==> src/rtl/core/sopq_pkg.sv <==
// ----------------------------------------------------------------------------
// sopq_pkg
// Shared sizes, command and status codes and entry type for the sorted
// priority queue.
// ----------------------------------------------------------------------------
package sopq_pkg;

    localparam int DEPTH         = 16;
    localparam int ELEMENT_BITS  = 16;
    localparam int PRIORITY_BITS = 16;

    localparam int IDX_W   = $clog2(DEPTH);
    localparam int CNT_W   = $clog2(DEPTH + 1);
    localparam int COUNT_W = 5;
    localparam int CMD_W   = 3;
    localparam int STAT_W  = 2;

    localparam int ENTRY_W = ELEMENT_BITS + PRIORITY_BITS;

    // request payload: element, priority_req, match_priority
    localparam int IN_RAW_W = ELEMENT_BITS + 2 * PRIORITY_BITS;
    localparam int IN_W     = ((IN_RAW_W + 7) / 8) * 8;

    // response payload: status, found, head_valid, head_element, head_priority, count
    localparam int OUT_RAW_W = STAT_W + 2 + ENTRY_W + COUNT_W;
    localparam int OUT_W     = ((OUT_RAW_W + 7) / 8) * 8;

    localparam logic [CMD_W-1:0] CMD_INSERT      = 3'd0;
    localparam logic [CMD_W-1:0] CMD_REMOVE_HEAD = 3'd1;
    localparam logic [CMD_W-1:0] CMD_REMOVE_EL   = 3'd2;
    localparam logic [CMD_W-1:0] CMD_CHANGE      = 3'd3;
    localparam logic [CMD_W-1:0] CMD_CONTAINS    = 3'd4;
    localparam logic [CMD_W-1:0] CMD_CLEAR       = 3'd5;

    localparam logic [STAT_W-1:0] STAT_OK        = 2'd0;
    localparam logic [STAT_W-1:0] STAT_NOT_FOUND = 2'd1;
    localparam logic [STAT_W-1:0] STAT_FULL      = 2'd2;

    typedef struct packed {
        logic [PRIORITY_BITS-1:0] prio;
        logic [ELEMENT_BITS-1:0]  element;
    } entry_t;

endpackage

==> src/rtl/core/sopq_ram.sv <==
// ----------------------------------------------------------------------------
// sopq_ram
// Simple dual-port RAM, one write and one read port, registered read data.
// ----------------------------------------------------------------------------
module sopq_ram #(
    parameter int RAM_WIDTH = 32,
    parameter int RAM_DEPTH = 16
) (
    input  logic                         clk,
    input  logic                         we,
    input  logic [$clog2(RAM_DEPTH)-1:0] waddr,
    input  logic [RAM_WIDTH-1:0]         wdata,
    input  logic                         re,
    input  logic [$clog2(RAM_DEPTH)-1:0] raddr,
    output logic [RAM_WIDTH-1:0]         rdata
);

    logic [RAM_WIDTH-1:0] mem [RAM_DEPTH];

    always_ff @(posedge clk)
    begin
        if (we)
        begin
            mem[waddr] <= wdata;
        end
        if (re)
        begin
            rdata <= mem[raddr];
        end
    end

endmodule

==> src/rtl/core/sorted_priority_queue.sv <==
// ----------------------------------------------------------------------------
// sorted_priority_queue
// Sorted list of (element, priority) entries held in one RAM, kept in
// descending priority order; newer entries go behind older equal ones.
// Each request scans or shifts the list entry by entry as its command needs,
//   then reads the head and loads the response, waiting while output is full.
// One request in flight: the next is accepted once the response is loaded.
// Reset: entry count cleared; RAM contents are left as they are.
// ----------------------------------------------------------------------------
module sorted_priority_queue
    import sopq_pkg::*;
(
    input  logic             clk,
    input  logic             rst_n,
    input  logic             s_tvalid,
    output logic             s_tready,
    input  logic [IN_W-1:0]  s_tdata,   // element, priority_req, match_priority
    input  logic [CMD_W-1:0] s_tuser,   // cmd
    output logic             m_tvalid,
    input  logic             m_tready,
    output logic [OUT_W-1:0] m_tdata    // status, found, head_valid, head_element,
                                        // head_priority, count
);

    typedef enum logic [2:0] {
        ST_IDLE,
        ST_FIND,
        ST_DROP,
        ST_INS_START,
        ST_INS,
        ST_INS_FRONT,
        ST_HEAD,
        ST_HEAD_WAIT
    } state_t;

    state_t                    state_reg,    state_next;
    logic [IDX_W-1:0]          idx_reg,      idx_next;
    logic [CNT_W-1:0]          count_reg,    count_next;
    logic [CMD_W-1:0]          cmd_reg,      cmd_next;
    logic [ELEMENT_BITS-1:0]   el_reg,       el_next;
    logic [PRIORITY_BITS-1:0]  pr_reg,       pr_next;
    logic [PRIORITY_BITS-1:0]  oldp_reg,     oldp_next;
    logic [STAT_W-1:0]         status_reg,   status_next;
    logic                      found_reg,    found_next;
    logic                      m_tvalid_reg, m_tvalid_next;
    logic [OUT_W-1:0]          m_tdata_reg,  m_tdata_next;

    logic                      ram_we;
    logic [IDX_W-1:0]          ram_waddr;
    entry_t                    ram_wdata;
    logic                      ram_re;
    logic [IDX_W-1:0]          ram_raddr;
    entry_t                    ram_rdata;

    entry_t                    new_entry;
    logic [IDX_W-1:0]          last_idx;
    logic [IDX_W-1:0]          second_last_idx;
    logic                      match;
    logic                      head_valid;
    entry_t                    head;

    sopq_ram #(
        .RAM_WIDTH (ENTRY_W),
        .RAM_DEPTH (DEPTH)
    ) u_ram (
        .clk   (clk),
        .we    (ram_we),
        .waddr (ram_waddr),
        .wdata (ram_wdata),
        .re    (ram_re),
        .raddr (ram_raddr),
        .rdata (ram_rdata)
    );

    assign new_entry       = '{prio: pr_reg, element: el_reg};
    assign last_idx        = IDX_W'(count_reg - CNT_W'(1));
    assign second_last_idx = IDX_W'(count_reg - CNT_W'(2));
    assign match           = (ram_rdata.element == el_reg) &&
                             ((cmd_reg != CMD_CHANGE) || (ram_rdata.prio == oldp_reg));
    assign head_valid      = (count_reg != '0);
    assign head            = head_valid ? ram_rdata : '0;

    always_comb
    begin
        state_next    = state_reg;
        idx_next      = idx_reg;
        count_next    = count_reg;
        cmd_next      = cmd_reg;
        el_next       = el_reg;
        pr_next       = pr_reg;
        oldp_next     = oldp_reg;
        status_next   = status_reg;
        found_next    = found_reg;
        m_tvalid_next = m_tvalid_reg;
        m_tdata_next  = m_tdata_reg;
        ram_we        = 1'b0;
        ram_waddr     = '0;
        ram_wdata     = new_entry;
        ram_re        = 1'b0;
        ram_raddr     = '0;

        if (m_tvalid_reg && m_tready)
        begin
            m_tvalid_next = 1'b0;
        end

        case (state_reg)
            ST_IDLE:
            begin
                if (s_tvalid)
                begin
                    cmd_next    = s_tuser;
                    el_next     = s_tdata[ELEMENT_BITS-1:0];
                    pr_next     = s_tdata[ELEMENT_BITS +: PRIORITY_BITS];
                    oldp_next   = s_tdata[ELEMENT_BITS + PRIORITY_BITS +: PRIORITY_BITS];
                    status_next = STAT_OK;
                    found_next  = 1'b0;
                    state_next  = ST_HEAD;
                    case (s_tuser)
                        CMD_INSERT:
                        begin
                            if (count_reg == CNT_W'(DEPTH))
                            begin
                                status_next = STAT_FULL;
                            end
                            else
                            begin
                                state_next = ST_INS_START;
                            end
                        end
                        CMD_REMOVE_HEAD:
                        begin
                            if (count_reg == CNT_W'(1))
                            begin
                                count_next = '0;
                            end
                            else if (count_reg != '0)
                            begin
                                ram_re     = 1'b1;
                                ram_raddr  = IDX_W'(1);
                                idx_next   = '0;
                                state_next = ST_DROP;
                            end
                        end
                        CMD_REMOVE_EL, CMD_CHANGE, CMD_CONTAINS:
                        begin
                            if (count_reg == '0)
                            begin
                                if (s_tuser != CMD_CONTAINS)
                                begin
                                    status_next = STAT_NOT_FOUND;
                                end
                            end
                            else
                            begin
                                ram_re     = 1'b1;
                                ram_raddr  = '0;
                                idx_next   = '0;
                                state_next = ST_FIND;
                            end
                        end
                        CMD_CLEAR:
                        begin
                            count_next = '0;
                        end
                        default:
                        begin
                            state_next = ST_HEAD;
                        end
                    endcase
                end
            end

            // ram_rdata holds entry idx_reg
            ST_FIND:
            begin
                if (match)
                begin
                    if (cmd_reg == CMD_CONTAINS)
                    begin
                        found_next = 1'b1;
                        state_next = ST_HEAD;
                    end
                    else if (idx_reg == last_idx)
                    begin
                        count_next = count_reg - CNT_W'(1);
                        state_next = (cmd_reg == CMD_CHANGE) ? ST_INS_START : ST_HEAD;
                    end
                    else
                    begin
                        ram_re     = 1'b1;
                        ram_raddr  = idx_reg + IDX_W'(1);
                        state_next = ST_DROP;
                    end
                end
                else if (idx_reg == last_idx)
                begin
                    if (cmd_reg != CMD_CONTAINS)
                    begin
                        status_next = STAT_NOT_FOUND;
                    end
                    state_next = ST_HEAD;
                end
                else
                begin
                    ram_re    = 1'b1;
                    ram_raddr = idx_reg + IDX_W'(1);
                    idx_next  = idx_reg + IDX_W'(1);
                end
            end

            // close the gap: ram_rdata holds entry idx_reg + 1
            ST_DROP:
            begin
                ram_we    = 1'b1;
                ram_waddr = idx_reg;
                ram_wdata = ram_rdata;
                if (idx_reg == second_last_idx)
                begin
                    count_next = count_reg - CNT_W'(1);
                    state_next = (cmd_reg == CMD_CHANGE) ? ST_INS_START : ST_HEAD;
                end
                else
                begin
                    ram_re    = 1'b1;
                    ram_raddr = idx_reg + IDX_W'(2);
                    idx_next  = idx_reg + IDX_W'(1);
                end
            end

            ST_INS_START:
            begin
                if (count_reg == '0)
                begin
                    ram_we     = 1'b1;
                    ram_waddr  = '0;
                    count_next = CNT_W'(1);
                    state_next = ST_HEAD;
                end
                else
                begin
                    ram_re     = 1'b1;
                    ram_raddr  = last_idx;
                    idx_next   = last_idx;
                    state_next = ST_INS;
                end
            end

            // walk from the tail, shifting lower-priority entries back by one
            ST_INS:
            begin
                ram_we    = 1'b1;
                ram_waddr = idx_reg + IDX_W'(1);
                if (ram_rdata.prio >= pr_reg)
                begin
                    count_next = count_reg + CNT_W'(1);
                    state_next = ST_HEAD;
                end
                else
                begin
                    ram_wdata = ram_rdata;
                    if (idx_reg == '0)
                    begin
                        state_next = ST_INS_FRONT;
                    end
                    else
                    begin
                        ram_re    = 1'b1;
                        ram_raddr = idx_reg - IDX_W'(1);
                        idx_next  = idx_reg - IDX_W'(1);
                    end
                end
            end

            ST_INS_FRONT:
            begin
                ram_we     = 1'b1;
                ram_waddr  = '0;
                count_next = count_reg + CNT_W'(1);
                state_next = ST_HEAD;
            end

            ST_HEAD:
            begin
                ram_re     = 1'b1;
                ram_raddr  = '0;
                state_next = ST_HEAD_WAIT;
            end

            ST_HEAD_WAIT:
            begin
                if (!m_tvalid_reg || m_tready)
                begin
                    m_tvalid_next = 1'b1;
                    m_tdata_next  = OUT_W'({COUNT_W'(count_reg), head.prio, head.element,
                                            head_valid, found_reg, status_reg});
                    state_next    = ST_IDLE;
                end
            end

            default:
            begin
                state_next = ST_IDLE;
            end
        endcase
    end

    always_ff @(posedge clk or negedge rst_n)
    begin
        if (!rst_n)
        begin
            state_reg    <= ST_IDLE;
            idx_reg      <= '0;
            count_reg    <= '0;
            cmd_reg      <= CMD_INSERT;
            el_reg       <= '0;
            pr_reg       <= '0;
            oldp_reg     <= '0;
            status_reg   <= STAT_OK;
            found_reg    <= 1'b0;
            m_tvalid_reg <= 1'b0;
            m_tdata_reg  <= '0;
        end
        else
        begin
            state_reg    <= state_next;
            idx_reg      <= idx_next;
            count_reg    <= count_next;
            cmd_reg      <= cmd_next;
            el_reg       <= el_next;
            pr_reg       <= pr_next;
            oldp_reg     <= oldp_next;
            status_reg   <= status_next;
            found_reg    <= found_next;
            m_tvalid_reg <= m_tvalid_next;
            m_tdata_reg  <= m_tdata_next;
        end
    end

    assign s_tready = (state_reg == ST_IDLE);
    assign m_tvalid = m_tvalid_reg;
    assign m_tdata  = m_tdata_reg;

`ifndef SYNTHESIS
    a_count_in_range: assert property (@(posedge clk) disable iff (!rst_n)
        count_reg <= CNT_W'(DEPTH))
        else $error("entry count above depth");

    a_leave_idle: assert property (@(posedge clk) disable iff (!rst_n)
        (s_tvalid && s_tready) |=> (state_reg != ST_IDLE))
        else $error("accepted request not processed");

    a_write_in_list: assert property (@(posedge clk) disable iff (!rst_n)
        ram_we |-> (CNT_W'(ram_waddr) <= count_reg))
        else $error("RAM write beyond end of list");

    a_head_matches_count: assert property (@(posedge clk) disable iff (!rst_n)
        $rose(m_tvalid_reg) |->
            (m_tdata_reg[STAT_W + 1] == (m_tdata_reg[OUT_RAW_W-1 -: COUNT_W] != '0)))
        else $error("head_valid disagrees with count");
`endif

endmodule

==> config.mk <==
export PLATFORM = sky130hd
export DESIGN_NAME = sorted_priority_queue
export DESIGN_NICKNAME = d
export VERILOG_FILES = /design/src/rtl/core/sopq_pkg.sv /design/src/rtl/core/sopq_ram.sv /design/src/rtl/core/sorted_priority_queue.sv
export SDC_FILE = /design/constraint.sdc
export NUM_CORES = 1
export LEC_CHECK = 0
export BUFFER_PORTS_ARGS = -buffer_cell sky130_fd_sc_hd__buf_2
export CAP_MARGIN = 10
export CORE_MARGIN = 2
export CORE_UTILIZATION = 52
export CTS_CLUSTER_SIZE = 14
export DETAILED_ROUTE_END_ITERATION = 8
export PLACE_DENSITY_LB_ADDON = 0.2
export SETUP_SLACK_MARGIN = 0.1
export SYNTH_ARGS = -nofsm -noshare
export SYNTH_HDL_FRONTEND = slang
export SYNTH_SLANG_ARGS = --single-unit
export TNS_END_PERCENT = 50
==> constraint.sdc <==
create_clock -name clk -period 5.1 [get_ports clk]
set_clock_uncertainty 0.15 [all_clocks]
set_input_delay 0.765 -clock clk [delete_from_list [all_inputs] [get_ports clk]]
set_output_delay 0.765 -clock clk [all_outputs]
set_load 0.01 [all_outputs]
==> run metrics <==
status=complete, no violations; max FFs per register=512; critical path fanouts, max=79; GPL Wtd Cong=0.896; CP arrival=4.53 ns; clock slew at reported path FFs=0.06 ns; number of vias per cell=6.03; YS warnings=0; Async S/R FF share, synth=16.6%; maximum vdd drop=0.562 mV; WP data required=5.29 ns; number of DRC markers after the initial detailed-route iteration=1,595; pin count of the biggest net entering global routing=116; combinational power share=41.8%; PostCTS Resize Cnt=0; die width=235 um; setup tns final=0 ns; Worst-Margin Slew=1.22 ns; antenna cells=0; Leak=11.6 nW; CTS tree=done; share of layout cells above drive strength 1=15.9%; placed cell area=0.0291 sq mm; Seq cells post-synth=652; # IOs=105; initial antenna violation count=1; Slew Limit Fails=0; full die area=0.0550 sq mm; clock sinks=652; Seq pwr share=37.8%; HP Class=in2async; row count=84; Switch Pwr=8.82 mW; Final period util=85.1%; final WL=69,900 um; cts hold-fix bufs=0; Synth top area share=59.1%; overall power=23.2 mW; global-route usage over all layers=25.5%; most frequent cells in the layout=544 x edfxtp_1, 366 x nand2_1, 108 x dfrtp_1; Vias=17,200; P_int=14.4 mW; areal power density over the cells=744 mW/mm^2; RSZ-0062 raised after global routing=false; Syn-to-layout area delta=13.0%; CTS Root Cell=clkbuf_16; Final setup viols=0; WS Path Type=reg2reg; Die Y=235 um; Post-synth EDFFs=544; clk buf depth=3; wire per inst=24.4 um; clk_lat worst skew=0.61 ns; global route overflow=0; post-route ant nets=0; commonest non-fill, non-tap cell in the layout=edfxtp_1; # fillers=4,054; Clock power frac=20.5%; vias in the first global route=16,600; dominant cell type by area after synthesis=edfxtp_1; worst rel slew slack=18.8%; Design Area, Final=0.0312 sq mm; Tmin final=4.34 ns; Post-Syn Area=0.0276 sq mm; # port buffers=97; Max Fclk=230 MHz; synth top area cells=edfxtp_1 59%, dfrtp_1 9.8%, nand2_1 5.0%, a211oi_1 2.7%, mux2i_1 2.4%; switch share=38.0%; Avg Cell Area, Syn=13.7 sq um; dpl hpwl=38,600 um; Initial DRT Pass Iterations=5; DR DRC count=0; CTS Buf Count=68; most common flop cell mapped by yosys=edfxtp_1; post-synthesis sequential area ratio=68.9%; unique cell type count in the Yosys netlist=69; Setup Buffers After CTS=0; crit end category=flop; first-pass GRT wire length=103,000 um; core area=0.0526 sq mm; max-cap violation count=0; nature of the critical path startpoint=flop; Layout Nets=2,205; H-tree Lvls=3; initial core utilization=52.6%; Mapped Cells=2,023; Final Hold Fails=0
## metrics by stage
step	hold WS, ns	instances	util (%)	setup slack (ns)
after global placement	0.306	2740	55.4	0.782
after detailed placement	0.325	2740	55.4	0.767
final	0.0673	2862	59.5	0.761
after floorplan	0.289	2029	-	1.31
after CTS	0.0992	2862	59.5	0.757
after global routing	0.124	2862	59.5	0.604
## layer usage
metal | share of wire, % | global-route usage, % | wire, um | up-vias
met1 | 41 | 34.1 | 28900 | 8652
met5 | 0 | 0 | 0 | -
met4 | 2.6 | 8.55 | 1780 | 0
li1 | - | - | - | 7777
met2 | 49 | 42.5 | 34000 | 690
met3 | 7.4 | 4.51 | 5140 | 125
## power groups by stage
stage / clock network (mW) / logic, mW / registers [mW]
6_report: 4.75 / 9.70 / 8.78
2_1_floorplan: 0 / 6.90 / 8.65
3_5_place_dp: 0 / 9.66 / 8.87
5_1_grt: 5.05 / 10.6 / 8.87
4_1_cts: 4.83 / 9.70 / 8.77
3_3_place_gp: 0 / 9.47 / 8.84
## logic make-up (layout without fill, tap and decap cells)
| logic type | count (synthesis) | count (layout) | share of synthesized area, % |
|---|---|---|---|
| flip-flops | 652 | 652 | 68.9 |
| AND/OR/NAND/NOR | 611 | 611 | 10.1 |
| AO/OA/AOI/OAI | 391 | 391 | 10.4 |
| buffers and inverters | 170 | 315 | 3.09 |
| multiplexers | 121 | 121 | 4.63 |
| XOR/XNOR | 49 | 49 | 1.61 |
| adder cells (fa/ha/maj) | 28 | 28 | 1.27 |
| other | 1 | 7 | 0.0136 |
## synth_stat cells (7+ instances only)
cell type  count
nor2_1        45
nand2b_1       7
buf_12         7
clkbuf_1      69
a22o_1        33
nand4_1       10
nand3_1       10
o32ai_1       33
a221o_1       32
mux2i_1       66
a21oi_1       19
buf_4         10
a211oi_1      99
edfxtp_1     544
inv_1         33
buf_1          9
and2_1        96
xnor2_1       25
nor3_1        11
o22ai_1        7
o21ai_0       54
nand2_1      368
and3_1        35
ha_1          28
dfrtp_1      108
mux2_2        55
xor2_1        23
buf_2         40
a31oi_1       68
## worst max-delay path, stage by stage (launching register included)
cell	delay (ns)
edfxtp_1	0.54
ha_1	0.36
nand4_1	0.12
or3_1	0.48
a311o_1	0.48
and4b_4	0.28
o31ai_4	0.23
buf_4	0.20
buf_12	0.32
mux2i_1	0.28
mux2_2	0.17
o32ai_1	0.07
a221o_1	0.28
## area by class of cell
class / instances / area (sq um) / share of cell area, %
Clock buffer: 95 / 1930 / 6.16
Clock inverter: 27 / 224 / 0.717
Inverter: 33 / 124 / 0.396
Multi-Input combinational cell: 1207 / 7970 / 25.5
Sequential cell: 652 / 19000 / 60.9
Tap cell: 688 / 861 / 2.76
Timing Repair Buffer: 160 / 1100 / 3.52
## worst paths after layout
path	startpoint	to	slack, ns	cells past startpoint
worst max register to register	u_ram.rdata[30]	u_ram.rdata[8]	0.76	12
worst min register to register	m_tdata[36]	m_tdata[36]	0.33	2
worst max-delay path	u_ram.rdata[30]	u_ram.rdata[8]	0.76	12
max in group asynchronous	rst_n	pr_reg[10]	3.47	2
min in group clk	s_tdata[39]	oldp_reg[7]	0.21	3
worst min-delay path	rst_n	count_reg[4]	0.07	1
Note: power is estimated with default switching activity, not from simulation.
